## src/hw/rtl/pdl_pkg.sv

```systemverilog
`timescale 1ns / 1ps
// ----------------------------------------------------------------------------
// pdl_pkg
// Types and codes shared by the door lock sequencer modules.
// ----------------------------------------------------------------------------
package pdl_pkg;

    localparam int ENTRY_W = 40;

    typedef enum logic [1:0] {
        OP_PAIR   = 2'd0,
        OP_OPTION = 2'd1,
        OP_USER   = 2'd2,
        OP_TICK   = 2'd3
    } t_op;

    typedef enum logic [2:0] {
        ST_TICK       = 3'd0,
        ST_STORED     = 3'd1,
        ST_MISMATCH   = 3'd2,
        ST_USER_OK    = 3'd3,
        ST_USER_WRONG = 3'd4,
        ST_LOCKOUT    = 3'd5,
        ST_IGNORED    = 3'd6
    } t_status;

    typedef enum logic [3:0] {
        MODE_PAIR   = 4'b0001,
        MODE_OPTION = 4'b0010,
        MODE_USER   = 4'b0100,
        MODE_BUSY   = 4'b1000
    } t_mode;

    typedef enum logic [4:0] {
        PH_IDLE  = 5'b00001,
        PH_CW    = 5'b00010,
        PH_HOLD  = 5'b00100,
        PH_CCW   = 5'b01000,
        PH_ALARM = 5'b10000
    } t_phase;

    typedef enum logic [1:0] {
        AW_PAIR   = 2'd0,
        AW_OPTION = 2'd1,
        AW_USER   = 2'd2,
        AW_BUSY   = 2'd3
    } t_await;

    localparam logic [1:0] MOTOR_OFF = 2'd0;
    localparam logic [1:0] MOTOR_CW  = 2'd1;
    localparam logic [1:0] MOTOR_CCW = 2'd2;

    typedef enum logic [1:0] {
        REG_UNLOCK = 2'd0,
        REG_HOLD   = 2'd1,
        REG_ALARM  = 2'd2,
        REG_MAXF   = 2'd3
    } t_reg_idx;

    localparam logic [7:0] UNLOCK_RST = 8'd30;
    localparam logic [7:0] HOLD_RST   = 8'd6;
    localparam logic [7:0] ALARM_RST  = 8'd120;
    localparam logic [1:0] MAXF_RST   = 2'd3;

    typedef struct packed {
        logic [1:0]         op;
        logic [ENTRY_W-1:0] entry_a;
        logic [ENTRY_W-1:0] entry_b;
        logic               option;
    } t_in;

    typedef struct packed {
        logic [2:0] status;
        logic [1:0] motor_drive;
        logic       alarm_on;
        logic [1:0] awaiting;
    } t_out;

    typedef struct packed {
        logic [7:0] unlock_ticks;
        logic [7:0] hold_ticks;
        logic [7:0] alarm_ticks;
        logic [1:0] max_failures;
    } t_cfg;

endpackage

```

## src/hw/rtl/pdl_cfg.sv

```systemverilog
`timescale 1ns / 1ps
// ----------------------------------------------------------------------------
// pdl_cfg
// Timing and failure-limit registers with a plain write port.
// ----------------------------------------------------------------------------
module pdl_cfg (
    input  logic              i_clk,
    input  logic              i_rst_n,
    input  logic              i_cfg_we,
    input  logic [1:0]        i_cfg_idx,
    input  logic [7:0]        i_cfg_wdata,
    output pdl_pkg::t_cfg     o_cfg
);
    import pdl_pkg::*;

    t_cfg r_cfg;

    always_ff @(posedge i_clk) begin
        if (!i_rst_n) begin
            r_cfg.unlock_ticks <= UNLOCK_RST;
            r_cfg.hold_ticks   <= HOLD_RST;
            r_cfg.alarm_ticks  <= ALARM_RST;
            r_cfg.max_failures <= MAXF_RST;
        end else if (i_cfg_we) begin
            case (t_reg_idx'(i_cfg_idx))
                REG_UNLOCK: r_cfg.unlock_ticks <= i_cfg_wdata;
                REG_HOLD:   r_cfg.hold_ticks   <= i_cfg_wdata;
                REG_ALARM:  r_cfg.alarm_ticks  <= i_cfg_wdata;
                REG_MAXF:   r_cfg.max_failures <= i_cfg_wdata[1:0];
                default:    r_cfg <= r_cfg;
            endcase
        end
    end

    assign o_cfg = r_cfg;

endmodule

```

## src/hw/rtl/pdl_seq.sv

```systemverilog
`timescale 1ns / 1ps
// ----------------------------------------------------------------------------
// pdl_seq
// Lock sequencer state and its per-item update, registered when i_fire is high.
// ----------------------------------------------------------------------------
module pdl_seq #(
    parameter int CMP_BITS = 40
) (
    input  logic              i_clk,
    input  logic              i_rst_n,
    input  logic              i_fire,
    input  pdl_pkg::t_in      i_item,
    input  pdl_pkg::t_cfg     i_cfg,
    output pdl_pkg::t_out     o_res
);
    import pdl_pkg::*;

    logic [CMP_BITS-1:0] r_stored;
    logic [CMP_BITS-1:0] n_stored;
    t_mode               r_mode,   n_mode;
    logic                r_chosen, n_chosen;
    logic [1:0]          r_fails,  n_fails;
    t_phase              r_phase,  n_phase;
    logic [7:0]          r_timer,  n_timer;

    logic [CMP_BITS-1:0] a_bits;
    logic [CMP_BITS-1:0] b_bits;
    logic [1:0]          fails_inc;
    t_status             status;

    assign a_bits    = i_item.entry_a[CMP_BITS-1:0];
    assign b_bits    = i_item.entry_b[CMP_BITS-1:0];
    assign fails_inc = r_fails + 2'd1;

    always_comb begin
        n_stored = r_stored;
        n_mode   = r_mode;
        n_chosen = r_chosen;
        n_fails  = r_fails;
        n_phase  = r_phase;
        n_timer  = r_timer;
        status   = ST_IGNORED;
        case (t_op'(i_item.op))
            OP_TICK: begin
                status = ST_TICK;
                if (r_mode == MODE_BUSY) begin
                    if (r_timer > 8'd1) begin
                        n_timer = r_timer - 8'd1;
                    end else begin
                        case (r_phase)
                            PH_CW: begin
                                n_phase = PH_HOLD;
                                n_timer = i_cfg.hold_ticks;
                            end
                            PH_HOLD: begin
                                n_phase = PH_CCW;
                                n_timer = i_cfg.unlock_ticks;
                            end
                            default: begin
                                n_phase = PH_IDLE;
                                n_timer = 8'd0;
                                n_mode  = MODE_OPTION;
                            end
                        endcase
                    end
                end
            end
            OP_PAIR: begin
                if (r_mode == MODE_PAIR) begin
                    if (a_bits == b_bits) begin
                        n_stored = a_bits;
                        n_mode   = MODE_OPTION;
                        status   = ST_STORED;
                    end else begin
                        status = ST_MISMATCH;
                    end
                end
            end
            OP_OPTION: begin
                if (r_mode == MODE_OPTION) begin
                    n_chosen = i_item.option;
                    n_mode   = MODE_USER;
                    status   = ST_STORED;
                end
            end
            OP_USER: begin
                if (r_mode == MODE_USER) begin
                    if (a_bits == r_stored) begin
                        n_fails = 2'd0;
                        status  = ST_USER_OK;
                        if (!r_chosen) begin
                            n_phase = PH_CW;
                            n_timer = i_cfg.unlock_ticks;
                            n_mode  = MODE_BUSY;
                        end else begin
                            n_mode = MODE_PAIR;
                        end
                    end else if (fails_inc >= i_cfg.max_failures || fails_inc == 2'd0) begin
                        n_fails = 2'd0;
                        status  = ST_LOCKOUT;
                        n_phase = PH_ALARM;
                        n_timer = i_cfg.alarm_ticks;
                        n_mode  = MODE_BUSY;
                    end else begin
                        n_fails = fails_inc;
                        status  = ST_USER_WRONG;
                    end
                end
            end
            default: status = ST_IGNORED;
        endcase
    end

    always_ff @(posedge i_clk) begin
        if (!i_rst_n) begin
            r_mode   <= MODE_PAIR;
            r_chosen <= 1'b0;
            r_fails  <= 2'd0;
            r_phase  <= PH_IDLE;
            r_timer  <= 8'd0;
        end else if (i_fire) begin
            r_mode   <= n_mode;
            r_chosen <= n_chosen;
            r_fails  <= n_fails;
            r_phase  <= n_phase;
            r_timer  <= n_timer;
        end
    end

    always_ff @(posedge i_clk) begin
        if (i_fire) begin
            r_stored <= n_stored;
        end
    end

    always_comb begin
        o_res.status      = status;
        o_res.alarm_on    = (n_phase == PH_ALARM);
        case (n_phase)
            PH_CW:   o_res.motor_drive = MOTOR_CW;
            PH_CCW:  o_res.motor_drive = MOTOR_CCW;
            default: o_res.motor_drive = MOTOR_OFF;
        endcase
        case (n_mode)
            MODE_PAIR:   o_res.awaiting = AW_PAIR;
            MODE_OPTION: o_res.awaiting = AW_OPTION;
            MODE_USER:   o_res.awaiting = AW_USER;
            default:     o_res.awaiting = AW_BUSY;
        endcase
    end

endmodule

```

## src/hw/rtl/password_door_lock_controller.sv

```systemverilog
`timescale 1ns / 1ps
// ----------------------------------------------------------------------------
// password_door_lock_controller
// Door lock sequencer: password setup, option choice, user check, timed
// motor and alarm phases driven by tick items.
// ----------------------------------------------------------------------------
//  channel  | signals                               | transfer when
//  ---------+---------------------------------------+--------------------------
//  input    | i_in_valid, o_in_stall, i_in_data     | valid high, stall low
//  output   | o_out_valid, i_out_stall, o_out_data  | valid high, stall low
//  config   | i_cfg_we, i_cfg_idx, i_cfg_wdata      | write enable high
//
//  One item per cycle sustained while the output is not stalled; each item
//  passes the input register, then the sequencer update into the result
//  register. Synchronous active-low reset clears control state and loads
//  register defaults. An output stall backs up through the input register to
//  o_in_stall.
// ----------------------------------------------------------------------------
module password_door_lock_controller #(
    parameter int PASS_DIGITS = 5
) (
    input  logic          i_clk,
    input  logic          i_rst_n,
    input  logic          i_in_valid,
    output logic          o_in_stall,
    input  pdl_pkg::t_in  i_in_data,
    output logic          o_out_valid,
    input  logic          i_out_stall,
    output pdl_pkg::t_out o_out_data,
    input  logic          i_cfg_we,
    input  logic [1:0]    i_cfg_idx,
    input  logic [7:0]    i_cfg_wdata
);
    import pdl_pkg::*;

    localparam int CMP_BITS = (PASS_DIGITS * 8 < ENTRY_W) ? PASS_DIGITS * 8 : ENTRY_W;

    logic  r_in_valid;
    t_in   r_in_data;
    logic  r_out_valid;
    t_out  r_out_data;
    logic  out_free;
    logic  fire;
    t_cfg  cfg;
    t_out  res;

    assign out_free   = !r_out_valid || !i_out_stall;
    assign fire       = r_in_valid && out_free;
    assign o_in_stall = r_in_valid && !out_free;

    pdl_cfg u_cfg (
        .i_clk       (i_clk),
        .i_rst_n     (i_rst_n),
        .i_cfg_we    (i_cfg_we),
        .i_cfg_idx   (i_cfg_idx),
        .i_cfg_wdata (i_cfg_wdata),
        .o_cfg       (cfg)
    );

    pdl_seq #(
        .CMP_BITS (CMP_BITS)
    ) u_seq (
        .i_clk   (i_clk),
        .i_rst_n (i_rst_n),
        .i_fire  (fire),
        .i_item  (r_in_data),
        .i_cfg   (cfg),
        .o_res   (res)
    );

    always_ff @(posedge i_clk) begin
        if (!i_rst_n) begin
            r_in_valid  <= 1'b0;
            r_out_valid <= 1'b0;
        end else begin
            if (!o_in_stall) begin
                r_in_valid <= i_in_valid;
            end
            if (out_free) begin
                r_out_valid <= r_in_valid;
            end
        end
    end

    always_ff @(posedge i_clk) begin
        if (!o_in_stall && i_in_valid) begin
            r_in_data <= i_in_data;
        end
        if (fire) begin
            r_out_data <= res;
        end
    end

    assign o_out_valid = r_out_valid;
    assign o_out_data  = r_out_data;

endmodule

```

## config.mk

```make
export PLATFORM = sky130hd
export DESIGN_NAME = password_door_lock_controller
export DESIGN_NICKNAME = d
export VERILOG_FILES = /design/src/hw/rtl/pdl_pkg.sv /design/src/hw/rtl/pdl_cfg.sv /design/src/hw/rtl/pdl_seq.sv /design/src/hw/rtl/password_door_lock_controller.sv
export SDC_FILE = /design/constraint.sdc
export NUM_CORES = 1
export LEC_CHECK = 0
export ABC_CLOCK_PERIOD_IN_PS = 8000
export BUFFER_PORTS_ARGS = -buffer_cell sky130_fd_sc_hd__buf_2
export CAP_MARGIN = 30
export CORE_ASPECT_RATIO = 1.5
export CORE_MARGIN = 3
export CORE_UTILIZATION = 55
export CTS_BUF_LIST = sky130_fd_sc_hd__clkbuf_4 sky130_fd_sc_hd__clkbuf_8 sky130_fd_sc_hd__clkbuf_16
export DETAILED_ROUTE_END_ITERATION = 6
export HOLD_SLACK_MARGIN = 0.05
export PLACE_DENSITY_LB_ADDON = 0.05
export SYNTH_ARGS = -nofsm -noshare
export SYNTH_HDL_FRONTEND = slang
export SYNTH_SLANG_ARGS = --single-unit
```

## constraint.sdc

```tcl
create_clock -name i_clk -period 8 [get_ports i_clk]
set_input_delay 2.4 -clock i_clk [delete_from_list [all_inputs] [get_ports i_clk]]
set_output_delay 2.4 -clock i_clk [all_outputs]
set_load 0.01 [all_outputs]
```

==> impl_metrics.toml <==
[yosys]
yosysTopAreaCell = "edfxtp_1"
async_flop_share = 0
synth-seq-cells = 179
synthCells = 576
synth_top_area_frac = 0.518
synthFlopType = "edfxtp_1"
yosysUniqueCellTypes = 62
syn_area_mm2 = 0.00760
yosysSeqAreaShare = 0.644
ys_top_cells_by_area = "edfxtp_1, dfxtp_1, xor2_1"
syn_avg_cell_area_um2 = 13.2
synth-edff-count = 131
yosysWarnings = 0
synth_fp_nets = 679

[power_and_ir_drop]
sw_frac_of_total = 0.239
power.density_mw_per_mm2 = 221
p_clk_frac = 0.409
pwr-share-seq = 0.537
ir_drop_v = 0.000168
p_comb_frac = 0.054
p_sw_mw = 0.470
power.leakage_nw = 3.43
p_int_mw = 1.50

[setup_path]
crit_arrival_ns = 2.91
worstPathMaxFanout = 3
reg2reg_depth = 6
rrSetupSlack_ns = 4.61
cp-start-kind = "input port"
path_common_cell = "buf_2"
cp_slowest_stage_delay_ns = 0.24
worstPathCellList = "buf_2, and3_1, buf_2"
cpMaxStageDelayCell = "and3_1"
r2r_start = "r_in_data[41]$_DFFE_PP_"
required_ns = 5.60
critPathKind = "in2out"
critPathCaptureType = "primary output"
timing.rr.end = "o_out_data[4]$_DFFE_PP_"

[clock_tree]
clock_latency_ns = 0.42
cts-htree-levels = 4
cts_resized = 0
post_cts_buffers = 0
clockBufferDepth = 2
cts_root_buf = "clkbuf_16"
cts_hold_buffers = 0
numCtsBuffers = 17
clk_pin_slew_ns = 0.07
numClockSinks = 179
cts_tree = "built"

[worst_hold_path]
hold_start = "u_cfg.o_cfg[3]$_SDFFE_PN0P_"
hp-class = "reg2reg"
whs_path_depth = 2
min_to = "u_cfg.o_cfg[3]$_SDFFE_PN0P_"

[sta]
post-route-min-period_ns = 5.31
finalCritPeriodShare = 0.663
drv_slew = 0
hold_viol = 0
rsz0062_at_grt = "no"
worst_hold_slack_ns = 0.457
finalSetupTns_ns = 0
setup_violations = 0
finalClockSkew_ns = 0.00983
timing.fmax_mhz = 188
max_slew_margin = 0.518
worstMarginPinSlew_ns = 0.721

[global_routing]
grt_overflow = 0
grt_pass1_wl_um = 24600
antenna_found_initial = 0
grt_pass1_vias = 5059
grtUsageTotal = 0.211
grt_max_degree = 84

[layout]
layout-drive-gt1-share = 0.241
fill_cells = 1036
areaGrowthSynthToFinish_pct = 17.6
layout.nets = 791
fin_area_mm2 = 0.00893
diodes = 0

[run_status]
status = "completed"

[placement]
gp_congestion = 0.862
io_buffers = 107
dpl_cell_area_mm2 = 0.00832
post-dp-hpwl_um = 10800

[routing]
wirelength_um = 15300
num_vias = 4877
route.detailed.drc = 0
first_pass_iters = 7
ant_nets = 0
wl_per_cell_um = 17.7
drtIter0Drc = 210
via_per_inst = 5.65

[flow_run]
maxCapViolations = 0

[die]
start_util = 0.561
core.rowCount = 52
die_w_um = 102
ios = 108
core_mm2 = 0.0135
die_height_um = 150
dieArea_mm2 = 0.0153
## state kept, by name (all words and copies together) (netlist names), 2 cells and up
register and count:
o_out_data 8, r_in_data 83, u_cfg.o_cfg 26, u_seq.r_fails 2, u_seq.r_mode 4, u_seq.r_phase 5, u_seq.r_stored 40, u_seq.r_timer 8
## power by group through the flow
stage | clock (mW) | sequential (mW) | combinational [mW]
after detailed placement | 0 | 1.08 | 0.105
final | 0.806 | 1.06 | 0.105
after CTS | 0.821 | 1.06 | 0.106
after floorplan | 0 | 1.07 | 0.0568
after global routing | 0.860 | 1.06 | 0.118
after global placement | 0 | 1.08 | 0.100
## layer usage
layer,vias to the layer above,part of all wire,global-route usage
met5,-,0,0
met4,0,0.019,0.0762
met3,30,0.044,0.0396
met2,142,0.57,0.394
met1,2333,0.37,0.234
li1,2372,-,-
## through the flow
step	utilization	total power, mW	worst slack [ns]	instances
2_1_floorplan	-	1.13	1.15	576
3_3_place_gp	0.612	1.18	2.72	828
3_5_place_dp	0.615	1.18	2.69	830
4_1_cts	0.658	1.99	2.69	862
5_1_grt	0.660	2.04	2.65	863
6_report	0.660	1.97	2.69	863
## synth_stat cells, types with 3 or more instances
| library cell | number |
|---|---|
| nand4_1 | 7 |
| xor2_1 | 81 |
| ha_1 | 5 |
| or3_1 | 3 |
| edfxtp_1 | 131 |
| nor4_1 | 23 |
| a211oi_1 | 6 |
| nor2_1 | 40 |
| a211oi_2 | 4 |
| a311oi_1 | 5 |
| nor2b_1 | 3 |
| a221oi_1 | 4 |
| buf_6 | 3 |
| and3_1 | 3 |
| nor3_1 | 12 |
| a221oi_2 | 4 |
| mux2i_1 | 21 |
| xnor2_1 | 7 |
| a21oi_1 | 10 |
| o21ai_0 | 8 |
| nand3_1 | 21 |
| dfxtp_1 | 48 |
| inv_1 | 7 |
| a21o_1 | 3 |
| a31oi_1 | 10 |
| buf_2 | 4 |
| clkbuf_1 | 12 |
| nand2_1 | 49 |
## kinds of logic after synthesis
family                     count (synthesis)  share of synthesized area
adders and majority gates                  5                    0.00823
DFF                                      179                      0.644
xor gates and xnor gates                  88                      0.101
buffers and inverters                     29                     0.0179
AOI/OAI and AO/OA                         74                     0.0782
muxes                                     21                     0.0277
and+or+nand+nor                          180                      0.122
## layout make-up
type	count	area [um2]	area share
Sequential cell	179	4890	0.548
Multi-Input combinational cell	368	2580	0.289
Timing Repair Buffer	114	632	0.0707
Clock buffer	17	425	0.0476
Tap cell	162	203	0.0227
Clock inverter	15	163	0.0182
Inverter	8	30.0	0.00336
## worst max-delay path: cells and delay by family
family,cells,cell delay [ns]
buffers and inverters,2,0.26
and+or+nand+nor,1,0.24
## layout by cell type (no fill, tap or decap), types with 4 or more instances in the layout
| cell | instances |
|---|---|
| edfxtp_1 | 131 |
| buf_2 | 107 |
| xor2_1 | 81 |
| nand2_1 | 49 |
| dfxtp_1 | 48 |
| nor2_1 | 40 |
| nor4_1 | 23 |
| nand3_1 | 21 |
| mux2i_1 | 21 |
| clkbuf_16 | 17 |
| nor3_1 | 10 |
| a21oi_1 | 10 |
| a31oi_1 | 10 |
| o21ai_0 | 8 |
| inv_1 | 7 |
| nand4_1 | 7 |
| xnor2_1 | 7 |
| a211oi_1 | 6 |
| a311oi_1 | 5 |
| ha_1 | 5 |
| inv_8 | 5 |
| a211oi_2 | 4 |
| a221oi_1 | 4 |
| a221oi_2 | 4 |
| buf_4 | 4 |
## worst max-delay path by stage
stage                 from                      to  cells past startpoint
2_1_floorplan  i_out_stall  r_in_data[0]$_DFFE_PP_                      2
6_report       i_out_stall              o_in_stall                      3
4_1_cts        i_out_stall              o_in_stall                      3
3_3_place_gp   i_out_stall              o_in_stall                      3
3_5_place_dp   i_out_stall              o_in_stall                      3
5_1_grt        i_out_stall              o_in_stall                      3
(Power assumes the default switching activity.)
